===== src/rtl/core/rotary_knob_decoder_with_event_queue_assert.svh =====
// ----------------------------------------------------------------------------
// Assertion macros for the rotary knob decoder
// Shorthand for clocked properties, disabled while reset is held.
// ----------------------------------------------------------------------------
`ifndef ROTARY_KNOB_DECODER_WITH_EVENT_QUEUE_ASSERT_SVH
`define ROTARY_KNOB_DECODER_WITH_EVENT_QUEUE_ASSERT_SVH

// Consequent must hold in the same cycle as the antecedent
`define RKD_ASSERT_SAME(lbl, ante, cons, msg) \
  lbl: assert property (@(posedge clk) disable iff (!rst_n) (ante) |-> (cons)) \
    else $error(msg);

// Consequent must hold in the cycle after the antecedent
`define RKD_ASSERT_NEXT(lbl, ante, cons, msg) \
  lbl: assert property (@(posedge clk) disable iff (!rst_n) (ante) |=> (cons)) \
    else $error(msg);

`endif


===== src/rtl/core/rkd_pkg.sv =====
// ----------------------------------------------------------------------------
// rkd_pkg
// Shared codes, types and defaults of the rotary knob decoder.
// ----------------------------------------------------------------------------
package rkd_pkg;

  // Input action codes
  localparam logic [1:0] ACT_A_CHANGE = 2'd0;
  localparam logic [1:0] ACT_B_CHANGE = 2'd1;
  localparam logic [1:0] ACT_POLL     = 2'd2;

  // Event codes
  localparam logic [2:0] EV_NONE     = 3'd0;
  localparam logic [2:0] EV_RANGE_UP = 3'd1;
  localparam logic [2:0] EV_RANGE_DN = 3'd2;
  localparam logic [2:0] EV_MODE_UP  = 3'd3;
  localparam logic [2:0] EV_MODE_DN  = 3'd4;

  localparam int DEFAULT_QUEUE_DEPTH = 8;

  // Event request from the decoder to the queue
  typedef struct packed {
    logic       valid;
    logic [2:0] code;
  } push_t;

endpackage


===== src/rtl/core/rkd_quad_fsm.sv =====
// ----------------------------------------------------------------------------
// rkd_quad_fsm
// Quadrature state machine: tracks the closing order of contacts A and B and
// raises one event per detent, coded by direction and the push contact.
// ----------------------------------------------------------------------------
module rkd_quad_fsm (
  input  logic          clk,
  input  logic          rst_n,
  input  logic          step_en,
  input  logic [1:0]    action,
  input  logic          a_open,
  input  logic          b_open,
  input  logic          c_open,
  output rkd_pkg::push_t push
);
  import rkd_pkg::*;

  typedef enum logic [2:0] {
    ST_START   = 3'd0,
    ST_AFIRST  = 3'd1,
    ST_BSECOND = 3'd2,
    ST_BFIRST  = 3'd3,
    ST_ASECOND = 3'd4
  } state_t;

  state_t state_r, state_nxt;

  // Next state and detent event
  always_comb begin
    state_nxt  = state_r;
    push.valid = 1'b0;
    push.code  = EV_NONE;
    case (action)
      ACT_A_CHANGE: begin
        if (!a_open) begin
          if (state_r == ST_START) begin
            state_nxt = ST_AFIRST;
          end else if (state_r == ST_BFIRST) begin
            state_nxt  = ST_ASECOND;
            push.valid = step_en;
            push.code  = c_open ? EV_RANGE_DN : EV_MODE_UP;
          end
        end else if (b_open) begin
          state_nxt = ST_START;
        end
      end
      ACT_B_CHANGE: begin
        if (!b_open) begin
          if (state_r == ST_START) begin
            state_nxt = ST_BFIRST;
          end else if (state_r == ST_AFIRST) begin
            state_nxt  = ST_BSECOND;
            push.valid = step_en;
            push.code  = c_open ? EV_RANGE_UP : EV_MODE_DN;
          end
        end else if (a_open) begin
          state_nxt = ST_START;
        end
      end
      default: begin
        state_nxt = state_r;
      end
    endcase
  end

  // State register, moves only on a transfer
  always_ff @(posedge clk) begin
    if (!rst_n) begin
      state_r <= ST_START;
    end else if (step_en) begin
      state_r <= state_nxt;
    end
  end

endmodule


===== src/rtl/core/rotary_knob_decoder_with_event_queue.sv =====
// ----------------------------------------------------------------------------
// rotary_knob_decoder_with_event_queue
// Takes one item per cycle: a change on contact A or B, or a poll. Detents
// are decoded into range/mode up/down events and kept in a ring queue held
// in a single-port-write, registered-read memory of QUEUE_DEPTH entries; the
// queue holds at most QUEUE_DEPTH-1 events and drops new ones when full.
// Every poll yields one result, the oldest event or none, which passes
// through the read stage (memory read) and then the output register.
// Contact changes yield no result. The sustained rate is one item per cycle
// while results are taken; a stalled result stops input only once both the
// read stage and the output register are occupied.
// ----------------------------------------------------------------------------
`include "rotary_knob_decoder_with_event_queue_assert.svh"

module rotary_knob_decoder_with_event_queue #(
  parameter int QUEUE_DEPTH = rkd_pkg::DEFAULT_QUEUE_DEPTH
) (
  input  logic       clk,
  input  logic       rst_n,
  input  logic       in_valid,
  output logic       in_ready,
  input  logic [1:0] in_action,
  input  logic       in_a_open,
  input  logic       in_b_open,
  input  logic       in_c_open,
  output logic       out_valid,
  input  logic       out_ready,
  output logic [2:0] out_event_code
);
  import rkd_pkg::*;

  localparam int PTR_W = (QUEUE_DEPTH > 1) ? $clog2(QUEUE_DEPTH) : 1;
  localparam logic [PTR_W-1:0] LAST_SLOT = PTR_W'(QUEUE_DEPTH - 1);

  logic             in_xfer;
  logic             poll;
  push_t            push;
  logic [PTR_W-1:0] wr_ptr_r, rd_ptr_r;
  logic [PTR_W-1:0] wr_ptr_inc, rd_ptr_inc;
  logic             q_empty, q_full;
  logic             wr_en, rd_en;
  logic [2:0]       event_mem_r [QUEUE_DEPTH];
  logic [2:0]       mem_q_r;
  logic             s1_valid_r, s1_hit_r;
  logic             s1_adv;
  logic             out_valid_r;
  logic [2:0]       out_code_r;

  // Input transfer
  assign in_xfer = in_valid && in_ready;
  assign poll    = in_xfer && (in_action == ACT_POLL);
  assign s1_adv  = s1_valid_r && (!out_valid_r || out_ready);
  assign in_ready = !s1_valid_r || s1_adv;

  // Detent decoder
  rkd_quad_fsm u_fsm (
    .clk     (clk),
    .rst_n   (rst_n),
    .step_en (in_xfer),
    .action  (in_action),
    .a_open  (in_a_open),
    .b_open  (in_b_open),
    .c_open  (in_c_open),
    .push    (push)
  );

  // Ring pointers
  assign wr_ptr_inc = (wr_ptr_r == LAST_SLOT) ? '0 : wr_ptr_r + 1'b1;
  assign rd_ptr_inc = (rd_ptr_r == LAST_SLOT) ? '0 : rd_ptr_r + 1'b1;
  assign q_empty    = (rd_ptr_r == wr_ptr_r);
  assign q_full     = (wr_ptr_inc == rd_ptr_r);
  assign wr_en      = push.valid && !q_full;
  assign rd_en      = poll && !q_empty;

  always_ff @(posedge clk) begin
    if (!rst_n) begin
      wr_ptr_r <= '0;
      rd_ptr_r <= '0;
    end else begin
      if (wr_en) begin
        wr_ptr_r <= wr_ptr_inc;
      end
      if (rd_en) begin
        rd_ptr_r <= rd_ptr_inc;
      end
    end
  end

  // Event memory: one write, one registered read
  always_ff @(posedge clk) begin
    if (wr_en) begin
      event_mem_r[wr_ptr_r] <= push.code;
    end
    if (rd_en) begin
      mem_q_r <= event_mem_r[rd_ptr_r];
    end
  end

  // Read stage: a poll waits here for its memory data
  always_ff @(posedge clk) begin
    if (!rst_n) begin
      s1_valid_r <= 1'b0;
      s1_hit_r   <= 1'b0;
    end else if (poll) begin
      s1_valid_r <= 1'b1;
      s1_hit_r   <= !q_empty;
    end else if (s1_adv) begin
      s1_valid_r <= 1'b0;
    end
  end

  // Output register
  always_ff @(posedge clk) begin
    if (!rst_n) begin
      out_valid_r <= 1'b0;
      out_code_r  <= EV_NONE;
    end else if (s1_adv) begin
      out_valid_r <= 1'b1;
      out_code_r  <= s1_hit_r ? mem_q_r : EV_NONE;
    end else if (out_ready) begin
      out_valid_r <= 1'b0;
    end
  end

  assign out_valid      = out_valid_r;
  assign out_event_code = out_code_r;

  // Checks
  `RKD_ASSERT_SAME(a_no_push_pop, 1'b1, !(wr_en && rd_en), "push and pop in one transfer")
  `RKD_ASSERT_NEXT(a_pop_hits, rd_en, s1_valid_r && s1_hit_r, "pop did not reach read stage")
  `RKD_ASSERT_SAME(a_stall_cause, !in_ready, s1_valid_r && out_valid_r && !out_ready, "bad stall")

endmodule

===== config.mk =====
export PLATFORM = sky130hd
export DESIGN_NAME = rotary_knob_decoder_with_event_queue
export DESIGN_NICKNAME = d
export VERILOG_FILES = /design/src/rtl/core/rkd_pkg.sv /design/src/rtl/core/rkd_quad_fsm.sv /design/src/rtl/core/rotary_knob_decoder_with_event_queue.sv
export VERILOG_INCLUDE_DIRS = /design/src /design/src/rtl/core
export SDC_FILE = /design/constraint.sdc
export NUM_CORES = 1
export LEC_CHECK = 0
export BUFFER_PORTS_ARGS = -buffer_cell sky130_fd_sc_hd__buf_2
export CORE_ASPECT_RATIO = 0.5
export CORE_UTILIZATION = 45
export DETAILED_ROUTE_END_ITERATION = 7
export GPL_TIMING_DRIVEN = 0
export PLACE_DENSITY_LB_ADDON = 0.08
export RECOVER_POWER = 25
export SLEW_MARGIN = 20
export SYNTH_ARGS = -nofsm -noshare
export SYNTH_HDL_FRONTEND = slang
export SYNTH_SLANG_ARGS = --single-unit
export TNS_END_PERCENT = 1

===== constraint.sdc =====
create_clock -name clk -period 6.3 [get_ports clk]
set_input_delay 0.945 -clock clk [delete_from_list [all_inputs] [get_ports clk]]
set_output_delay 0.945 -clock clk [all_outputs]
set_load 0.01 [all_outputs]

* After elaboration in Yosys (flattened, before gate mapping) *
Memories as Yosys holds them, arrays and structs flattened. A register that Yosys moved wholly into a read port is not among the register bits.
Index checks and enable logic that the tools add are counted.

word-level totals
  word-level logic and storage cells = 66
  memories kept = 1
  RAM bits = 24
  output and inout bits = 5
  input port bits = 9
  bits in registers = 15

memories
  memory       depth  width  rd ports  clocked after Yosys merged registers in  wr ports  line                                        text
  event_mem_r  8      3      1         1                                        1         rotary_knob_decoder_with_event_queue.sv:42  logic [2:0] event_mem_r [QUEUE_DEPTH];

operators by class
  reductions and logical operators = 17
  eq/ne operators = 12
  add/subtract/negate cells = 2
  mux-type cells = 27

operator list
  cell                 count
  $mux 3               12
  $mux 4               6
  $ne 4x2->1 const B   2
  $pmux 4 s2           1
  $mux 1               7
  $add 3x1->3 const B  2
  $eq 3x3->1           2
  $eq 3x3->1 const B   2
  $ne 3x3->1 const B   2
  $pmux 3 s2           1
  $reduce_and 6->1     1
  $reduce_bool 2->1    3
  $logic_and 1x1->1    5
  $logic_not 1->1      4
  $eq 3x1->1 const B   1
  $eq 3x2->1 const B   1
  $logic_not 3->1      1
  $eq 2x1->1 const B   1
  $eq 2x2->1 const B   1
  $logic_not 2->1      1
  $logic_or 1x1->1     2

* Longest topological paths before layout *
  depth in word-level cells = 12
  mapped depth = 7
  depth with buffers taken out = 6

* Modules after synthesis *
Synthesis repeated with hierarchy kept, for this count alone.

second synthesis, totals
  cell total of the unflattened synthesis = 157
  area total of the unflattened synthesis = 2,010.7 µm²

by module, submodules not included
  module                                times used  area an instance (µm²)  sequential area each (µm²)  cells each
  rotary_knob_decoder_with_event_queue  1           1,722.9                 1,051.0                     124
  rkd_quad_fsm                          1           287.8                   60.1                        33

* Least setup slack after synthesis *
Ideal clock, no wire load.

  path kind = input to register
  start = input port in_action[0]
  end = memory event_mem_r[2][0] (enable)
  stages on the path = 5
  slack = 3.727 ns
  library setup time = 0.331 ns
  required time = 5.969 ns
  buffers on the path = 1
  data arrival time = 2.242 ns
  cell sequence = or3_1 -> nand2b_4 -> a2111oi_2 -> buf_4 -> nor4bb_4

between the ends
  cells in the longest elaborated chain, start to end = 5
  elaborated cells on any way between the ends = 6
  classes of those cells = eq/ne: 1; mux: 3; reduce/logical: 2

ends and longest elaborated chain
  element                                        line                                        text
  start: declaration                             rotary_knob_decoder_with_event_queue.sv:22  input logic [1:0] in_action,
  $eq 2x1->1 or $logic_not 2->1 (tied branches)  rkd_quad_fsm.sv:33                          case (action)
  $pmux 4 s2 (*)                                 rkd_quad_fsm.sv:33
  $logic_and 1x1->1 (*)                          rotary_knob_decoder_with_event_queue.sv:72  assign wr_en = push.valid && !q_full;
  $mux 1 (*)                                     rotary_knob_decoder_with_event_queue.sv:91  if (wr_en) begin
  $mux 1 (not written as such) (*)               rotary_knob_decoder_with_event_queue.sv:92  event_mem_r[wr_ptr_r] <= push.code;
  end: declaration                               rotary_knob_decoder_with_event_queue.sv:42

Every way passes the cells marked *; elsewhere a longest branch is shown, timed or not.

* Final worst setup path *
  start = input port in_action[0]
  end = memory event_mem_r[1][0] (enable)

The elaborated chain is that of the path after synthesis.

==> impl_metrics.json <==
{
  "status": "finished, final reports clean",
  "numCtsBuffers": 5,
  "syn_area_sq_um": 1972,
  "power_density_nw_per_um2": 236.5,
  "fin_cells": 227,
  "drtPass1Iterations": 4,
  "endpoint_kind": "flip-flop",
  "ctsHtreeMaxLevel": 2,
  "worst_slew_pin_slew_ns": 0.7217,
  "grt-ovfl-total": 0,
  "core_area_sq_um": 4044,
  "finClkSkew_ns": 0.008303,
  "rows": 16,
  "synth_largest_area_cell": "edfxtp_1",
  "ant_nets": 0,
  "area_growth_pct": 11.48,
  "final_hold_viol_count": 0,
  "clock-sinks": 42,
  "syn_nets": 165,
  "grt_start_max_net_pins": 14,
  "min_period_over_period": 0.4186,
  "wirelength_um": 3545,
  "setup_viol": 0,
  "p_leak_uw": 0.0008067,
  "required_ns": 6.29,
  "drive_gt1_frac": 0.1908,
  "finalMaxSlewViolations": 0,
  "clock_latency_ns": 0.30,
  "antenna_found_initial": 0,
  "die_w_um": 95.62,
  "ys_seq_area_frac": 0.5635,
  "slew_headroom": 0.5189,
  "clk_pin_slew_ns": 0.08,
  "ys.flop_type": "edfxtp_1",
  "synth_edf_count": 27,
  "fill_cells": 366,
  "fmax_ghz": 0.3792,
  "period_needed_ns": 2.637,
  "crit_fanout": 10,
  "cts_setup_buffers": 0,
  "dpl.hpwl_um": 2635,
  "grt_pass1_wl_um": 5885,
  "synth.top_cell.area_share": 0.4112,
  "vias_per_cell": 5.639,
  "drtIter0Drc": 44,
  "yosys_warnings": 0,
  "ioPinCount": 14,
  "routedWlPerCell_um": 15.62,
  "holdBufCountCts": 0,
  "start_util": 0.4876,
  "synthTopCellsByArea": "edfxtp_1, dfxtp_1, mux4_2",
  "grt_usage": 0.1789,
  "clockBufferDepth": 2,
  "place.port_buffers": 13,
  "gp_congestion": 0.7597,
  "avgSynthCellArea_sq_um": 12.97,
  "rsz0062_at_grt": "false",
  "syn_inst": 152,
  "post-place-cells": 219,
  "cts-root-buf": "clkbuf_8",
  "vdd_ir_drop_max_v": 0.0001084,
  "fin_tns_setup_ns": 0,
  "nets": 185,
  "drv_cap": 0,
  "grt_pass1_vias": 1185,
  "async_reset_ff_frac": 0,
  "critPathLaunchType": "primary input",
  "post_cts_resized": 0,
  "cts_tree": "yes",
  "vias": 1280,
  "diodes": 0,
  "die_y_um": 48.81,
  "yosysUniqueCellTypes": 43,
  "dieArea_sq_um": 4667,
  "drc": 0,
  "crit_type": "primary input to flip-flop",
  "worstHoldPathType": "flip-flop to flip-flop",
  "crit_arrival_ns": 2.63,
  "ys_ff_latch": 42
}
## cell families after synthesis
family	count (synthesis)	synth area share
buffers and inverters	13	0.02919
muxes	13	0.1060
adders and majority gates	4	0.02538
DFF	42	0.5635
AOI/OAI and AO/OA	24	0.07614
and+or+nand+nor	51	0.1777
xor gates and xnor gates	5	0.02221
## cells in the mapped netlist, drive strengths merged, types with 2 or more instances
master  number
dfxtp       15
nand2b       3
and3b        2
mux2i        4
nor3         4
and4b        3
o21a         2
or3          2
o21ai        5
ha           4
mux2         3
nand4        4
xor2         5
inv          5
nor2         5
edfxtp      27
or3b         2
mux4         6
and4bb       2
clkbuf       3
buf          5
a21oi       12
nand2       12
nand4b       2
## where the power goes
group / switching [uW] / leakage [uW] / internal (uW)
sequential: 1.34 / 0.000382 / 291
combinational: 10.4 / 0.000373 / 6.83
clock: 92.2 / 0.0000514 / 118
total: 104 / 0.000807 / 416
## worst paths after layout
path | cells after the start | start | slack (ns) | end
min reg2reg | 2 | out_event_code[0] | 0.46 | out_event_code[0]
max | 6 | in_action[0] | 3.66 | event_mem_r[1][0]
min | 2 | out_event_code[0] | 0.46 | out_event_code[0]
max reg2reg | 6 | rd_ptr_r[0] | 3.84 | event_mem_r[1][0]
## cells in the final DEF (no fill, tap or decap), types with 6 or more instances in the layout
cell type and n:
dfxtp_1 15, mux4_2 6, edfxtp_1 27, buf_2 10, clkbuf_1 11, a21oi_1 12, nand2_1 12
## worst max-delay path: stages
cell and delay [ns]:
clkbuf_1 0.20, nor3b_2 0.30, nand3_1 0.20, a2111oi_2 0.44, buf_4 0.24, and4bb_1 0.31
## per-stage QoR
stage	total power (uW)	util	instance area (sq um)	setup slack, ns	hold WS, ns
5_1_grt	541.9	0.5436	2198	3.445	0.4875
2_1_floorplan	308.4	-	1972	3.727	0.4633
3_5_place_dp	316.2	0.5204	2105	3.424	0.4471
4_1_cts	526.4	0.5476	2215	3.744	0.4592
6_report	519.9	0.5436	2198	3.663	0.4573
3_3_place_gp	316.0	0.5204	2105	3.425	0.4406
## sequential cells by signal (all words and copies together) (netlist names)
| name | flops |
|---|---|
| event_mem_r | 24 |
| mem_q_r | 3 |
| out_event_code | 3 |
| out_valid | 1 |
| rd_ptr_r | 3 |
| s1_hit_r | 1 |
| s1_valid_r | 1 |
| u_fsm.state_r | 3 |
| wr_ptr_r | 3 |
## metal layers
metal | wire (um) | global-route usage | part of all wire
met4 | 59 | 0.06965 | 0.017
met5 | 0 | 0 | 0
met2 | 1503 | 0.2536 | 0.42
met1 | 1771 | 0.2585 | 0.50
met3 | 211 | 0.05296 | 0.060
## final cells by class
cell class	instances	area, sq um	area share
plain buffers	8	37.54	0.01707
clock buffers	6	72.57	0.03301
clock inverters	2	37.54	0.01707
inverters	5	18.77	0.008537
multi-input cells	97	795.8	0.3620
flip-flops and latches	42	1111	0.5054
well taps	54	67.56	0.03073
repair buffers	13	57.56	0.02618
Note: power is estimated with default switching activity, not from simulation.
